$ cat src/hdl/tbpr_pkg.sv
// ----------------------------------------------------------------------------
// tbpr_pkg
// Shared types and constants of the tile background pixel renderer: field
// widths, video memory layout, opcodes and configuration register indexes.
// ----------------------------------------------------------------------------
package tbpr_pkg;

    // screen size in pixels
    localparam int unsigned SCREEN_WIDTH  = 160;
    localparam int unsigned SCREEN_HEIGHT = 144;

    // field widths
    localparam int unsigned VRAM_ADDR_W = 13;
    localparam int unsigned BYTE_W      = 8;
    localparam int unsigned SHADE_W     = 2;
    localparam int unsigned CFG_IDX_W   = 3;

    // video memory split into an even and an odd bank
    localparam int unsigned BANK_ADDR_W = VRAM_ADDR_W - 1;
    localparam int unsigned BANK_DEPTH  = 1 << BANK_ADDR_W;

    // video memory offsets (cpu address minus 0x8000)
    localparam logic [VRAM_ADDR_W-1:0] MAP_LOW_BASE   = 13'h1800;
    localparam logic [VRAM_ADDR_W-1:0] MAP_HIGH_BASE  = 13'h1C00;
    localparam logic [VRAM_ADDR_W-1:0] SIGNED_BASE    = 13'h0800;
    localparam logic [BYTE_W-1:0]      SIGN_FLIP      = 8'h80;
    localparam logic [BYTE_W:0]        WINDOW_OFFSET  = 9'd7;

    // lcd control bit positions
    localparam int unsigned LCDC_ENABLE   = 7;
    localparam int unsigned LCDC_WIN_MAP  = 6;
    localparam int unsigned LCDC_WIN_EN   = 5;
    localparam int unsigned LCDC_TILE_SET = 4;
    localparam int unsigned LCDC_BG_MAP   = 3;
    localparam int unsigned LCDC_BG_EN    = 0;

    // opcodes
    localparam logic OP_WRITE  = 1'b0;
    localparam logic OP_RENDER = 1'b1;

    // configuration register indexes
    localparam logic [CFG_IDX_W-1:0] CFG_LCD_CONTROL = 3'd0;
    localparam logic [CFG_IDX_W-1:0] CFG_SCROLL_Y    = 3'd1;
    localparam logic [CFG_IDX_W-1:0] CFG_SCROLL_X    = 3'd2;
    localparam logic [CFG_IDX_W-1:0] CFG_WINDOW_Y    = 3'd3;
    localparam logic [CFG_IDX_W-1:0] CFG_WINDOW_X    = 3'd4;
    localparam logic [CFG_IDX_W-1:0] CFG_BG_PALETTE  = 3'd5;

    // configuration register set
    typedef struct packed {
        logic [BYTE_W-1:0] lcdc;
        logic [BYTE_W-1:0] scy;
        logic [BYTE_W-1:0] scx;
        logic [BYTE_W-1:0] wy;
        logic [BYTE_W-1:0] wx;
        logic [BYTE_W-1:0] bgp;
    } t_cfg;

endpackage

$ cat src/hdl/tbpr_cfg_regs.sv
// ----------------------------------------------------------------------------
// tbpr_cfg_regs
// Configuration register file with a plain indexed write port.
// ----------------------------------------------------------------------------
module tbpr_cfg_regs (
    input  logic                             i_clk,
    input  logic                             i_rst_n,
    input  logic                             i_cfg_we,
    input  logic [tbpr_pkg::CFG_IDX_W-1:0]   i_cfg_index,
    input  logic [tbpr_pkg::BYTE_W-1:0]      i_cfg_data,
    output tbpr_pkg::t_cfg                   o_cfg
);
    import tbpr_pkg::*;

    t_cfg r_cfg;
    t_cfg n_cfg;

    // register decode
    always_comb begin
        n_cfg = r_cfg;
        if (i_cfg_we) begin
            unique case (i_cfg_index)
                CFG_LCD_CONTROL: n_cfg.lcdc = i_cfg_data;
                CFG_SCROLL_Y:    n_cfg.scy  = i_cfg_data;
                CFG_SCROLL_X:    n_cfg.scx  = i_cfg_data;
                CFG_WINDOW_Y:    n_cfg.wy   = i_cfg_data;
                CFG_WINDOW_X:    n_cfg.wx   = i_cfg_data;
                CFG_BG_PALETTE:  n_cfg.bgp  = i_cfg_data;
                default:         n_cfg      = r_cfg;
            endcase
        end
    end

    always_ff @(posedge i_clk) begin
        if (!i_rst_n) begin
            r_cfg <= '0;
        end else begin
            r_cfg <= n_cfg;
        end
    end

    assign o_cfg = r_cfg;
endmodule

$ cat config.mk
export PLATFORM = sky130hd
export DESIGN_NAME = tbpr_cfg_regs
export DESIGN_NICKNAME = d
export VERILOG_FILES = /design/src/hdl/tbpr_pkg.sv /design/src/hdl/tbpr_cfg_regs.sv
export SDC_FILE = /design/constraint.sdc
export NUM_CORES = 1
export LEC_CHECK = 0
export BUFFER_PORTS_ARGS = -buffer_cell sky130_fd_sc_hd__buf_2
export CAP_MARGIN = 20
export CORE_ASPECT_RATIO = 0.5
export CORE_MARGIN = 5
export CORE_UTILIZATION = 44
export DETAILED_ROUTE_END_ITERATION = 10
export GPL_TIMING_DRIVEN = 0
export PLACE_DENSITY_LB_ADDON = 0.3
export SLEW_MARGIN = 40
export SYNTH_ARGS = -nofsm -noshare
export SYNTH_HDL_FRONTEND = slang
export SYNTH_SLANG_ARGS = --single-unit
$ cat constraint.sdc
create_clock -name i_clk -period 1.2 [get_ports i_clk]
set_clock_uncertainty 0.2 [all_clocks]
set_input_delay 0.12 -clock i_clk [delete_from_list [all_inputs] [get_ports i_clk]]
set_output_delay 0.12 -clock i_clk [all_outputs]
set_load 0.03 [all_outputs]
Yosys cells after proc, flatten, opt, wreduce, memory -nomap -nowiden
Cells that the tools add are included.
{ "classes": {"addsub": 0, "mul": 0, "n_div": 0, "order_cmp": 0, "eq_ne": 5, "shifts": 0, "muxes": 0, "bitwise_logic": 0, "reduce_logical": 7} }
{ "op_table": {"columns": ["cell", "n"], "rows": [
  ["2-bit AND reduction", 6],
  ["3-bit by 2-bit equality test with 1-bit output, second input constant", 2],
  ["3-bit equality test, second input constant", 2],
  ["3-bit by 1-bit equality test with 1-bit output, second input constant", 1],
  ["3-bit logical NOT", 1]
]} }
{ "word_totals": {"ff_bits": 48, "latchBits": 0, "ram_bits": 0, "mem_bits_ro": 0, "elab_cells": 18, "n_memories": 0} }

Depth between registers and ports, before layout
Gate-level depths: netlist (run 1).
{ "depth": {"ltp_word": 2, "ltp_mapped": 4, "mapped_depth_nobuf": 2} }

Least setup slack after synthesis (run 1)
OpenSTA, ideal clock, no wires.
{ "synth_path": {"path_kind": "input to register", "start": "input port i_cfg_index[1] in the netlist's numbering", "end": "register r_cfg, in the netlist o_cfg[40]", "setup_ns": 0.123, "t_arrival_ns": 0.909, "t_required_ns": 0.877, "path_slack_ns": -0.032, "path_stages": 3, "n_path_buf": 1, "cell_sequence": "or4b_1 -> buf_6 -> mux2i_1"} }
{ "synth_via": {"elab_chain_cells": 2} }
{ "synth_rtl": {"columns": ["element", "line_no", "rtl"], "rows": [
  ["from (decl)", "tbpr_cfg_regs.sv:9", "input logic [tbpr_pkg::CFG_IDX_W-1:0] i_cfg_index,"],
  ["3-bit logical NOT", "tbpr_cfg_regs.sv:22", "unique case (i_cfg_index)"],
  ["2-bit AND reduction (no source line)", null, null],
  ["to (signal assigned)", "tbpr_cfg_regs.sv:38", "r_cfg <= n_cfg;"],
  ["to (decl)", "tbpr_cfg_regs.sv:15", "t_cfg r_cfg;"]
]} }
No other way between the ends.
A chain may end at the register's enable or synchronous reset.

Worst setup path after layout (run 1)
{ "layout_path": {"start": "register r_cfg, in the netlist o_cfg[30]", "end": "output port o_cfg[30] in the netlist's numbering"} }
{ "layout_rtl": {"columns": ["element", "line_no", "rtl"], "rows": [
  ["to (decl)", "tbpr_cfg_regs.sv:11", "output tbpr_pkg::t_cfg o_cfg"]
]} }
No word-level cell between the ends.

==> out/qor.csv, run 1 <==
metric,value,unit
Worst-path clk slew,90,ps
drt first-iter violations,36,
clock sink count,48,
CP startpoint,o_cfg[30],
Post-synth ARST share,0,%
initial antenna violation count,0,
CP Data Required Time,880,ps
TritonCTS clock tree,built,
Root Buffer,clkbuf_8,
pin count of the biggest net entering global routing,16,
Max Slew Vio Count,0,
worst setup margin,14.8,ps
Synth Area in Compound Gates,0,%
Tcrit/Tclk final,98.8,%
synthesis-to-finish area growth,28.8,%
I/O Pins,62,
combinational family with the most area after synthesis,multiplexers,
P_leak,1.25,nW
FF-to-FF setup slack,340,ps
most instantiated library cell after synthesis,nand2_1,
RR Endpoint,o_cfg[30],
synth unique cells,10,
instance area at placement,2150,sq um
Worst-Skew Late Latency,290,ps
maximum fanout along the worst path,2,
max-cap violations,0,
number of core rows,16,
post-synth net total,184,
vias in the first global route,1383,
placed cells,284,
R2R cell count,2,
first-pass GRT wire length,6.46,mm
post-place setup slack,-200,ps
placer congestion estimate,0.746,
Fin Hold WS,20.2,ps
DRC viols,0,
Worst setup EP type,primary output,
beginning of the worst register-to-register path,o_cfg[30],
H-tree levels,2,
crit path to,o_cfg[30],
f_max,0.844,GHz
CP Class,reg -> out,
adder-cell area share of the yosys netlist,0,%
xor-xnor portion of the synthesized cell area,0,%
Tmin final,1190,ps
"EDFF count, synth",0,
die area,5480,sq um
mapped cell area,1770,sq um
Seq cells post-synth,48,
port bufs,60,
PwrDens,1350,nW/um^2
Post-Syn Instances,170,
total number of vias,1386,
total wire length,4.17,mm
vias per cell,4.75,
outcome,"complete, no violations",
RSZ-0062 raised after global routing,no,
Core Area,3900,sq um
top post-synthesis cells by area,"dfxtp_1 (54%), mux2i_1 (27%), nand2_1 (12%)",
FILL cells,342,
grt ovf,0,
CTS max path bufs,2,
most frequent cells after synthesis,"nand2_1 (56), dfxtp_1 (48), mux2i_1 (48)",
Total GRT Usage,15.7,%
dpl hpwl,3.14,mm
CTS hold repair buffers,0,
Tightest Pin Transition,437,ps
post-synth top area share,54.2,%
Die Y-Extent,54.9,um
DR WL/cell,14.3,um
n_diodes,0,
Worst Path Buf+Inv,1,
fin nets,251,
Yosys top cell by area,dfxtp_1,
Layout Cells excl Fill,292,
"Gates resized, CTS repair",0,
Slew headroom,70.8,%
sequential area share after synthesis,54.2,%
cells along the critical path,buf_2,
"Primary FF master, synth",dfxtp_1,
drt pass-1 iters,4,
Post-Synth Simple-Gate Area,15.4,%
Worst Hold Class,in -> reg,
Slowest cell on crit path,dfxtp_1,
multiplexer share of the synthesized area,27.1,%
setup violators final,0,
Ys Warns,0,
CTS Buf Count,5,
Final Power,3.07,mW
Critical Path Start Type,flip-flop,
Post-DRT Antenna Nets,0,
Starting Density,45.4,%
Critical Path AT,870,ps
endpoints failing hold,0,
maximum vdd drop,0.488,mV
syn avg cell area,10.4,sq um
die width,99.8,um
final instance area,2280,sq um
CP top delay family,flip-flops,
Crit path depth,1,
layout cell share with drive strength beyond 1,31.9,%
biggest cell delay along the critical path,360,ps
number of flip-flops in the largest register,48,
post-CTS setup buffers,0,
per-stage QoR:
| stage | utilization [%] | setup TNS (ps) |
|---|---|---|
| 2_1_floorplan | - | -130 |
| 3_5_place_dp | 55.0 | -2190 |
| 5_1_grt | 58.5 | 0 |
| 3_3_place_gp | 55.0 | -1750 |
| 6_report | 58.5 | 0 |
| 4_1_cts | 57.8 | 0 |
power breakdown:
| group | internal [mW] | switching, mW | total, mW |
|---|---|---|---|
| registers | 1.63 | 0.0175 | 1.64 |
| logic | 0.0924 | 0.186 | 0.279 |
| clock network | 0.617 | 0.534 | 1.15 |
cell usage in the layout, fill, tap and decap left out:
cell type,netlist,layout
nand2_1,56,56
buf_2,6,55
clkbuf_8,0,5
mux2i_1,48,48
clkinv_2,0,1
and4bb_1,1,1
or4b_4,0,1
buf_6,1,1
clkinvlp_4,0,1
dfxtp_1,48,48
clkbuf_1,5,5
clkbuf_4,0,7
nand4bb_1,2,2
bufinv_16,0,1
buf_4,0,4
nand4b_1,2,2
layer usage:
| layer | GRT usage (%) | wire [um] | part of all wire, % |
|---|---|---|---|
| met1 | 17.8 | 1880 | 45 |
| met2 | 28.5 | 2000 | 48 |
| met3 | 5.01 | 237 | 5.7 |
| met4 | 6.58 | 55 | 1.3 |
| met5 | 0 | 0 | 0 |
cell type report:
class                      instances  area [sq um]  area share, %
multi-input combinational        110           757           33.1
clock inverter                     3          42.5           1.86
tap                               54          67.6           2.96
clock buffer                       5          68.8           3.01
buffer                            12          60.1           2.63
sequential                        48           961           42.1
timing repair buffer              60           328           14.3
logic make-up (layout without fill, tap and decap cells):
family	count (synthesis)	count (layout)
mux	48	48
buf+inv	12	80
flops	48	48
simple gates	62	62
how the worst min path moves through the flow:
stage / startpoint / end / slack (ps) / cells past startpoint
detailed placement: o_cfg[24] / o_cfg[24] / 250 / 2
global route: i_cfg_data[7] / o_cfg[39] / 60 / 3
global placement: o_cfg[24] / o_cfg[24] / 240 / 2
finish: i_cfg_data[7] / o_cfg[39] / 20 / 3
CTS: i_cfg_data[7] / o_cfg[39] / 10 / 3
floorplan: i_cfg_data[0] / o_cfg[40] / 160 / 2
(Power assumes the default switching activity.)
==> run 2, diff against run 1 <==
--- a/config.mk
+++ b/config.mk
@@ -5,14 +5,15 @@
 export SDC_FILE = /design/constraint.sdc
 export NUM_CORES = 1
 export LEC_CHECK = 0
+export ABC_AREA = 1
 export BUFFER_PORTS_ARGS = -buffer_cell sky130_fd_sc_hd__buf_2
 export CAP_MARGIN = 20
 export CORE_ASPECT_RATIO = 0.5
 export CORE_MARGIN = 5
-export CORE_UTILIZATION = 44
+export CORE_UTILIZATION = 45
 export DETAILED_ROUTE_END_ITERATION = 10
 export GPL_TIMING_DRIVEN = 0
-export PLACE_DENSITY_LB_ADDON = 0.3
+export PLACE_DENSITY = 0.75
 export SLEW_MARGIN = 40
 export SYNTH_ARGS = -nofsm -noshare
 export SYNTH_HDL_FRONTEND = slang
==> out/qor.csv, run 2 <==
metric,value,unit
Tmin final,1170,ps
Starting Density,48.0,%
fin nets,363,
CTS max path bufs,2,
n_diodes,0,
clock sink count,48,
maximum fanout along the worst path,2,
Layout Cells excl Fill,404,
placed cells,395,
worst setup margin,25.8,ps
die width,103,um
Die Y-Extent,56.3,um
Worst-path clk slew,80,ps
Critical Path AT,850,ps
post-place setup slack,-87.6,ps
number of flip-flops in the largest register,48,
total number of vias,1978,
max-cap violations,0,
"Primary FF master, synth",dfxtp_1,
most instantiated library cell after synthesis,nor2_1,
outcome,"complete, no violations",
layout cell share with drive strength beyond 1,24.3,%
f_max,0.852,GHz
top post-synthesis cells by area,"dfxtp_1 (50%), nor2_1 (19%), nand3_1 (12%)",
endpoints failing hold,0,
footprint of the multi-input gates,868,sq um
syn avg cell area,6.87,sq um
drt first-iter violations,157,
Worst Path Buf+Inv,1,
Slowest cell on crit path,dfxtp_1,
post-synth top area share,49.7,%
drt pass-1 iters,5,
total wire length,5.03,mm
vias in the first global route,1878,
first-pass GRT wire length,8.46,mm
maximum vdd drop,0.562,mV
Tightest Pin Transition,449,ps
CP Data Required Time,880,ps
Worst setup EP type,primary output,
most frequent cells in the layout,"nor2_1 (97), nand2_1 (54), buf_2 (52)",
register area,961,sq um
biggest cell delay along the critical path,350,ps
CP top delay family,flip-flops,
synth unique cells,10,
"commonest non-fill, non-tap cell in the layout",nor2_1,
"EDFF count, synth",0,
P_leak,1.22,nW
setup violators final,0,
DRC viols,0,
Seq cells post-synth,48,
port bufs,60,
H-tree levels,2,
FILL cells,394,
sequential area share after synthesis,49.7,%
DR WL/cell,12.4,um
most frequent cells after synthesis,"nor2_1 (97), nand2_1 (54), dfxtp_1 (48), nand3_1 (48), inv_1 (13)",
PwrDens,1290,nW/um^2
die area,5780,sq um
Root Buffer,clkbuf_8,
Post-DRT Antenna Nets,0,
CP Class,reg -> out,
cells along the critical path,buf_2,
TritonCTS clock tree,built,
Max Slew Vio Count,0,
I/O Pins,62,
Setup TNS,0,ps
Core Area,4020,sq um
Slew headroom,70.1,%
Total GRT Usage,18.8,%
Worst Hold Class,in -> reg,
Post-synth ARST share,0,%
Critical Path Start Type,flip-flop,
dpl hpwl,3.85,mm
synthesis-to-finish area growth,26.6,%
vias per cell,4.90,
initial antenna violation count,0,
Post-Syn Instances,281,
number of core rows,16,
Tcrit/Tclk final,97.9,%
placer congestion estimate,0.913,
Ys Warns,0,
post-synth net total,295,
mapped cell area,1930,sq um
grt ovf,0,
Worst-Skew Late Latency,300,ps
CTS Buf Count,5,
pin count of the biggest net entering global routing,15,
Yosys top cell by area,dfxtp_1,
-- run 2: cell count changes after synthesis, sizes merged, moves of 2 or more --
cell,before,now
mux2i,48,0
nor2,0,106
nand3,0,48
inv,0,14
buf,7,11
clkbuf,5,0
nand4b,2,0
nand4bb,2,0
nand2,56,54
-- run 2: final timing paths --
| path | from | endpoint | slack, ps | cells after the start |
|---|---|---|---|---|
| setup reg to reg | o_cfg[27] | o_cfg[27] | 420 | 2 |
| hold reg to reg | o_cfg[19] | o_cfg[19] | 280 | 2 |
| hold / removal | i_rst_n | o_cfg[9] | 30 | 3 |
| setup / recovery | o_cfg[15] | o_cfg[15] | 30 | 1 |
-- run 2: layer usage --
layer / vias to the layer above / global-route usage (%) / wire length [um]
li1: 1005 / - / -
met1: 874 / 25.7 / 2120
met2: 90 / 28.7 / 2210
met3: 9 / 4.57 / 604
met4: 0 / 6.73 / 98
met5: - / 0 / 0
-- run 2: cell families after synthesis --
logic type | after synthesis | synth area share [%]
AND/OR/NAND/NOR | 208 | 44.9
flip-flops | 48 | 49.7
buffers and inverters | 25 | 5.31
-- run 2: worst register-to-register path, cell delays in order, from the launching register on --
cell and delay [ps]:
dfxtp_1 350, nor2_1 50, nor2_1 120
-- run 2: cell type report --
cell class	count	share of cell area, %
Buffer	10	1.89
Inverter	14	2.15
Clock buffer	6	3.38
Clock inverter	2	0.409
Timing Repair Buffer	62	14.6
Multi-Input combinational cell	208	35.5
Sequential cell	48	39.3
Tap cell	54	2.76
-- run 2: metrics by stage --
stage | hold slack [ps] | instance area [sq um] | util, % | total power [mW]
floorplan | 143 | 1930 | - | 2.04
detailed placement | 245 | 2300 | 57.2 | 2.18
finish | 25.3 | 2450 | 60.8 | 3.15
CTS | 13.7 | 2410 | 60.0 | 3.16
global route | 47.3 | 2450 | 60.8 | 3.28
global placement | 242 | 2300 | 57.2 | 2.17
-- run 2: what timing repair did --
| action | in CTS | in global routing |
|---|---|---|
| resized for setup | 0 | 21 |
| endpoints found under the hold margin | 10 | 0 |
| hold buffers | 2 | 0 |
| buffers inserted | 0 | 0 |
| endpoints found under the setup margin | 0 | 25 |
-- run 2: where the power goes --
group          total (mW)  switching, mW  internal, mW
clock               0.989          0.529         0.460
combinational       0.483          0.338         0.146
sequential           1.67         0.0271          1.65
total                3.15          0.894          2.25
==> run 3, diff against run 2 <==
--- a/config.mk
+++ b/config.mk
@@ -13,7 +13,7 @@
 export CORE_UTILIZATION = 45
 export DETAILED_ROUTE_END_ITERATION = 10
 export GPL_TIMING_DRIVEN = 0
-export PLACE_DENSITY = 0.75
+export PLACE_DENSITY = 0.73
 export SLEW_MARGIN = 40
 export SYNTH_ARGS = -nofsm -noshare
 export SYNTH_HDL_FRONTEND = slang
==> out/qor.csv, run 3 (synthesis gave the netlist of run 2 again) <==
metric,value,unit
Worst Hold Class,in -> reg,
Core Area,4020,sq um
P_leak,1.22,nW
number of flip-flops in the largest register,48,
drt pass-1 iters,4,
layout cell share with drive strength beyond 1,24.3,%
pin count of the biggest net entering global routing,15,
Root Buffer,clkbuf_8,
total number of vias,1931,
CP Data Required Time,880,ps
clock sink count,48,
Tcrit/Tclk final,97.4,%
Worst Path Buf+Inv,1,
Worst setup EP type,primary output,
max-cap violations,0,
CTS Buf Count,5,
CTS max path bufs,2,
Max Slew Vio Count,0,
CP Class,reg -> out,
maximum fanout along the worst path,2,
f_max,0.856,GHz
cells along the critical path,buf_2,
RSZ-0062 raised after global routing,no,
Worst-Skew Late Latency,290,ps
TritonCTS clock tree,built,
Slew headroom,68.9,%
Tightest Pin Transition,466,ps
FF-to-FF setup slack,400,ps
"commonest non-fill, non-tap cell in the layout",nor2_1,
Worst-path clk slew,80,ps
placer congestion estimate,0.887,
outcome,"complete, no violations",
DR WL/cell,12.2,um
fin nets,363,
n_diodes,0,
vias in the first global route,1769,
vias per cell,4.78,
endpoints failing hold,0,
DRC viols,0,
biggest cell delay along the critical path,350,ps
PwrDens,1300,nW/um^2
Layout Cells excl Fill,404,
grt ovf,0,
first-pass GRT wire length,8.09,mm
Tmin final,1170,ps
drt first-iter violations,156,
Starting Density,48.0,%
synthesis-to-finish area growth,24.7,%
setup violators final,0,
placed cells,395,
number of core rows,16,
dpl hpwl,3.80,mm
Slowest cell on crit path,dfxtp_1,
CP top delay family,flip-flops,
Total GRT Usage,17.7,%
post-CTS setup buffers,0,
most frequent cells in the layout,"nor2_1 (97), buf_2 (64), nand2_1 (54)",
H-tree levels,2,
fin util,59.9,%
I/O Pins,62,
maximum vdd drop,0.644,mV
total wire length,4.92,mm
Critical Path AT,850,ps
die width,103,um
Critical Path Start Type,flip-flop,
die area,5780,sq um
Final Power,3.13,mW
Die Y-Extent,56.3,um
port bufs,60,
Fin Hold WS,9.02,ps
Post-DRT Antenna Nets,0,
FILL cells,407,
initial antenna violation count,0,
-- run 3: cell type report --
class                           instances  area (sq um)  share of cell area (%)
Timing Repair Buffer                   61           318                    13.2
Inverter                               14          52.6                    2.18
Multi-Input combinational cell        208           868                    36.0
Clock buffer                            6          82.6                    3.43
Sequential cell                        48           961                    39.9
Clock inverter                          2          10.0                   0.415
Tap cell                               54          67.6                    2.80
Buffer                                 11          50.0                    2.08
-- run 3: per-stage QoR --
stage                     setup WS [ps]  TNS [ps]  cell area [sq um]
after floorplan                     175         0               1930
after global placement            -92.7     -2140               2300
after detailed placement           -117     -3440               2300
after CTS                          28.2         0               2400
after global routing             0.0228         0               2410
final                              31.4         0               2410
-- run 3: power by group --
part | switching (mW) | internal, mW | total [mW]
sequential | 0.0255 | 1.65 | 1.67
combinational | 0.337 | 0.137 | 0.474
clock | 0.520 | 0.461 | 0.980
total | 0.882 | 2.25 | 3.13
-- run 3: repair_timing --
item                                    in CTS  in global routing
endpoints found under the setup margin       0                  3
gates resized for setup                      0                  4
endpoints found under the hold margin        8                  0
hold buffers                                 1                  0
-- run 3: final timing paths --
check,start,endpoint,depth (start not counted)
worst max-delay path,o_cfg[20],o_cfg[20],1
worst min-delay path,i_rst_n,o_cfg[1],3
worst max register to register,o_cfg[41],o_cfg[41],2
worst min register to register,o_cfg[25],o_cfg[25],2
-- run 3: metal layers --
layer | wire length [um] | vias up | GRT usage (%)
met3 | 444 | 4 | 4.45
li1 | - | 1004 | -
met1 | 2150 | 869 | 24.0
met2 | 2290 | 54 | 28.7
met4 | 34 | 0 | 3.36
met5 | 0 | - | 0
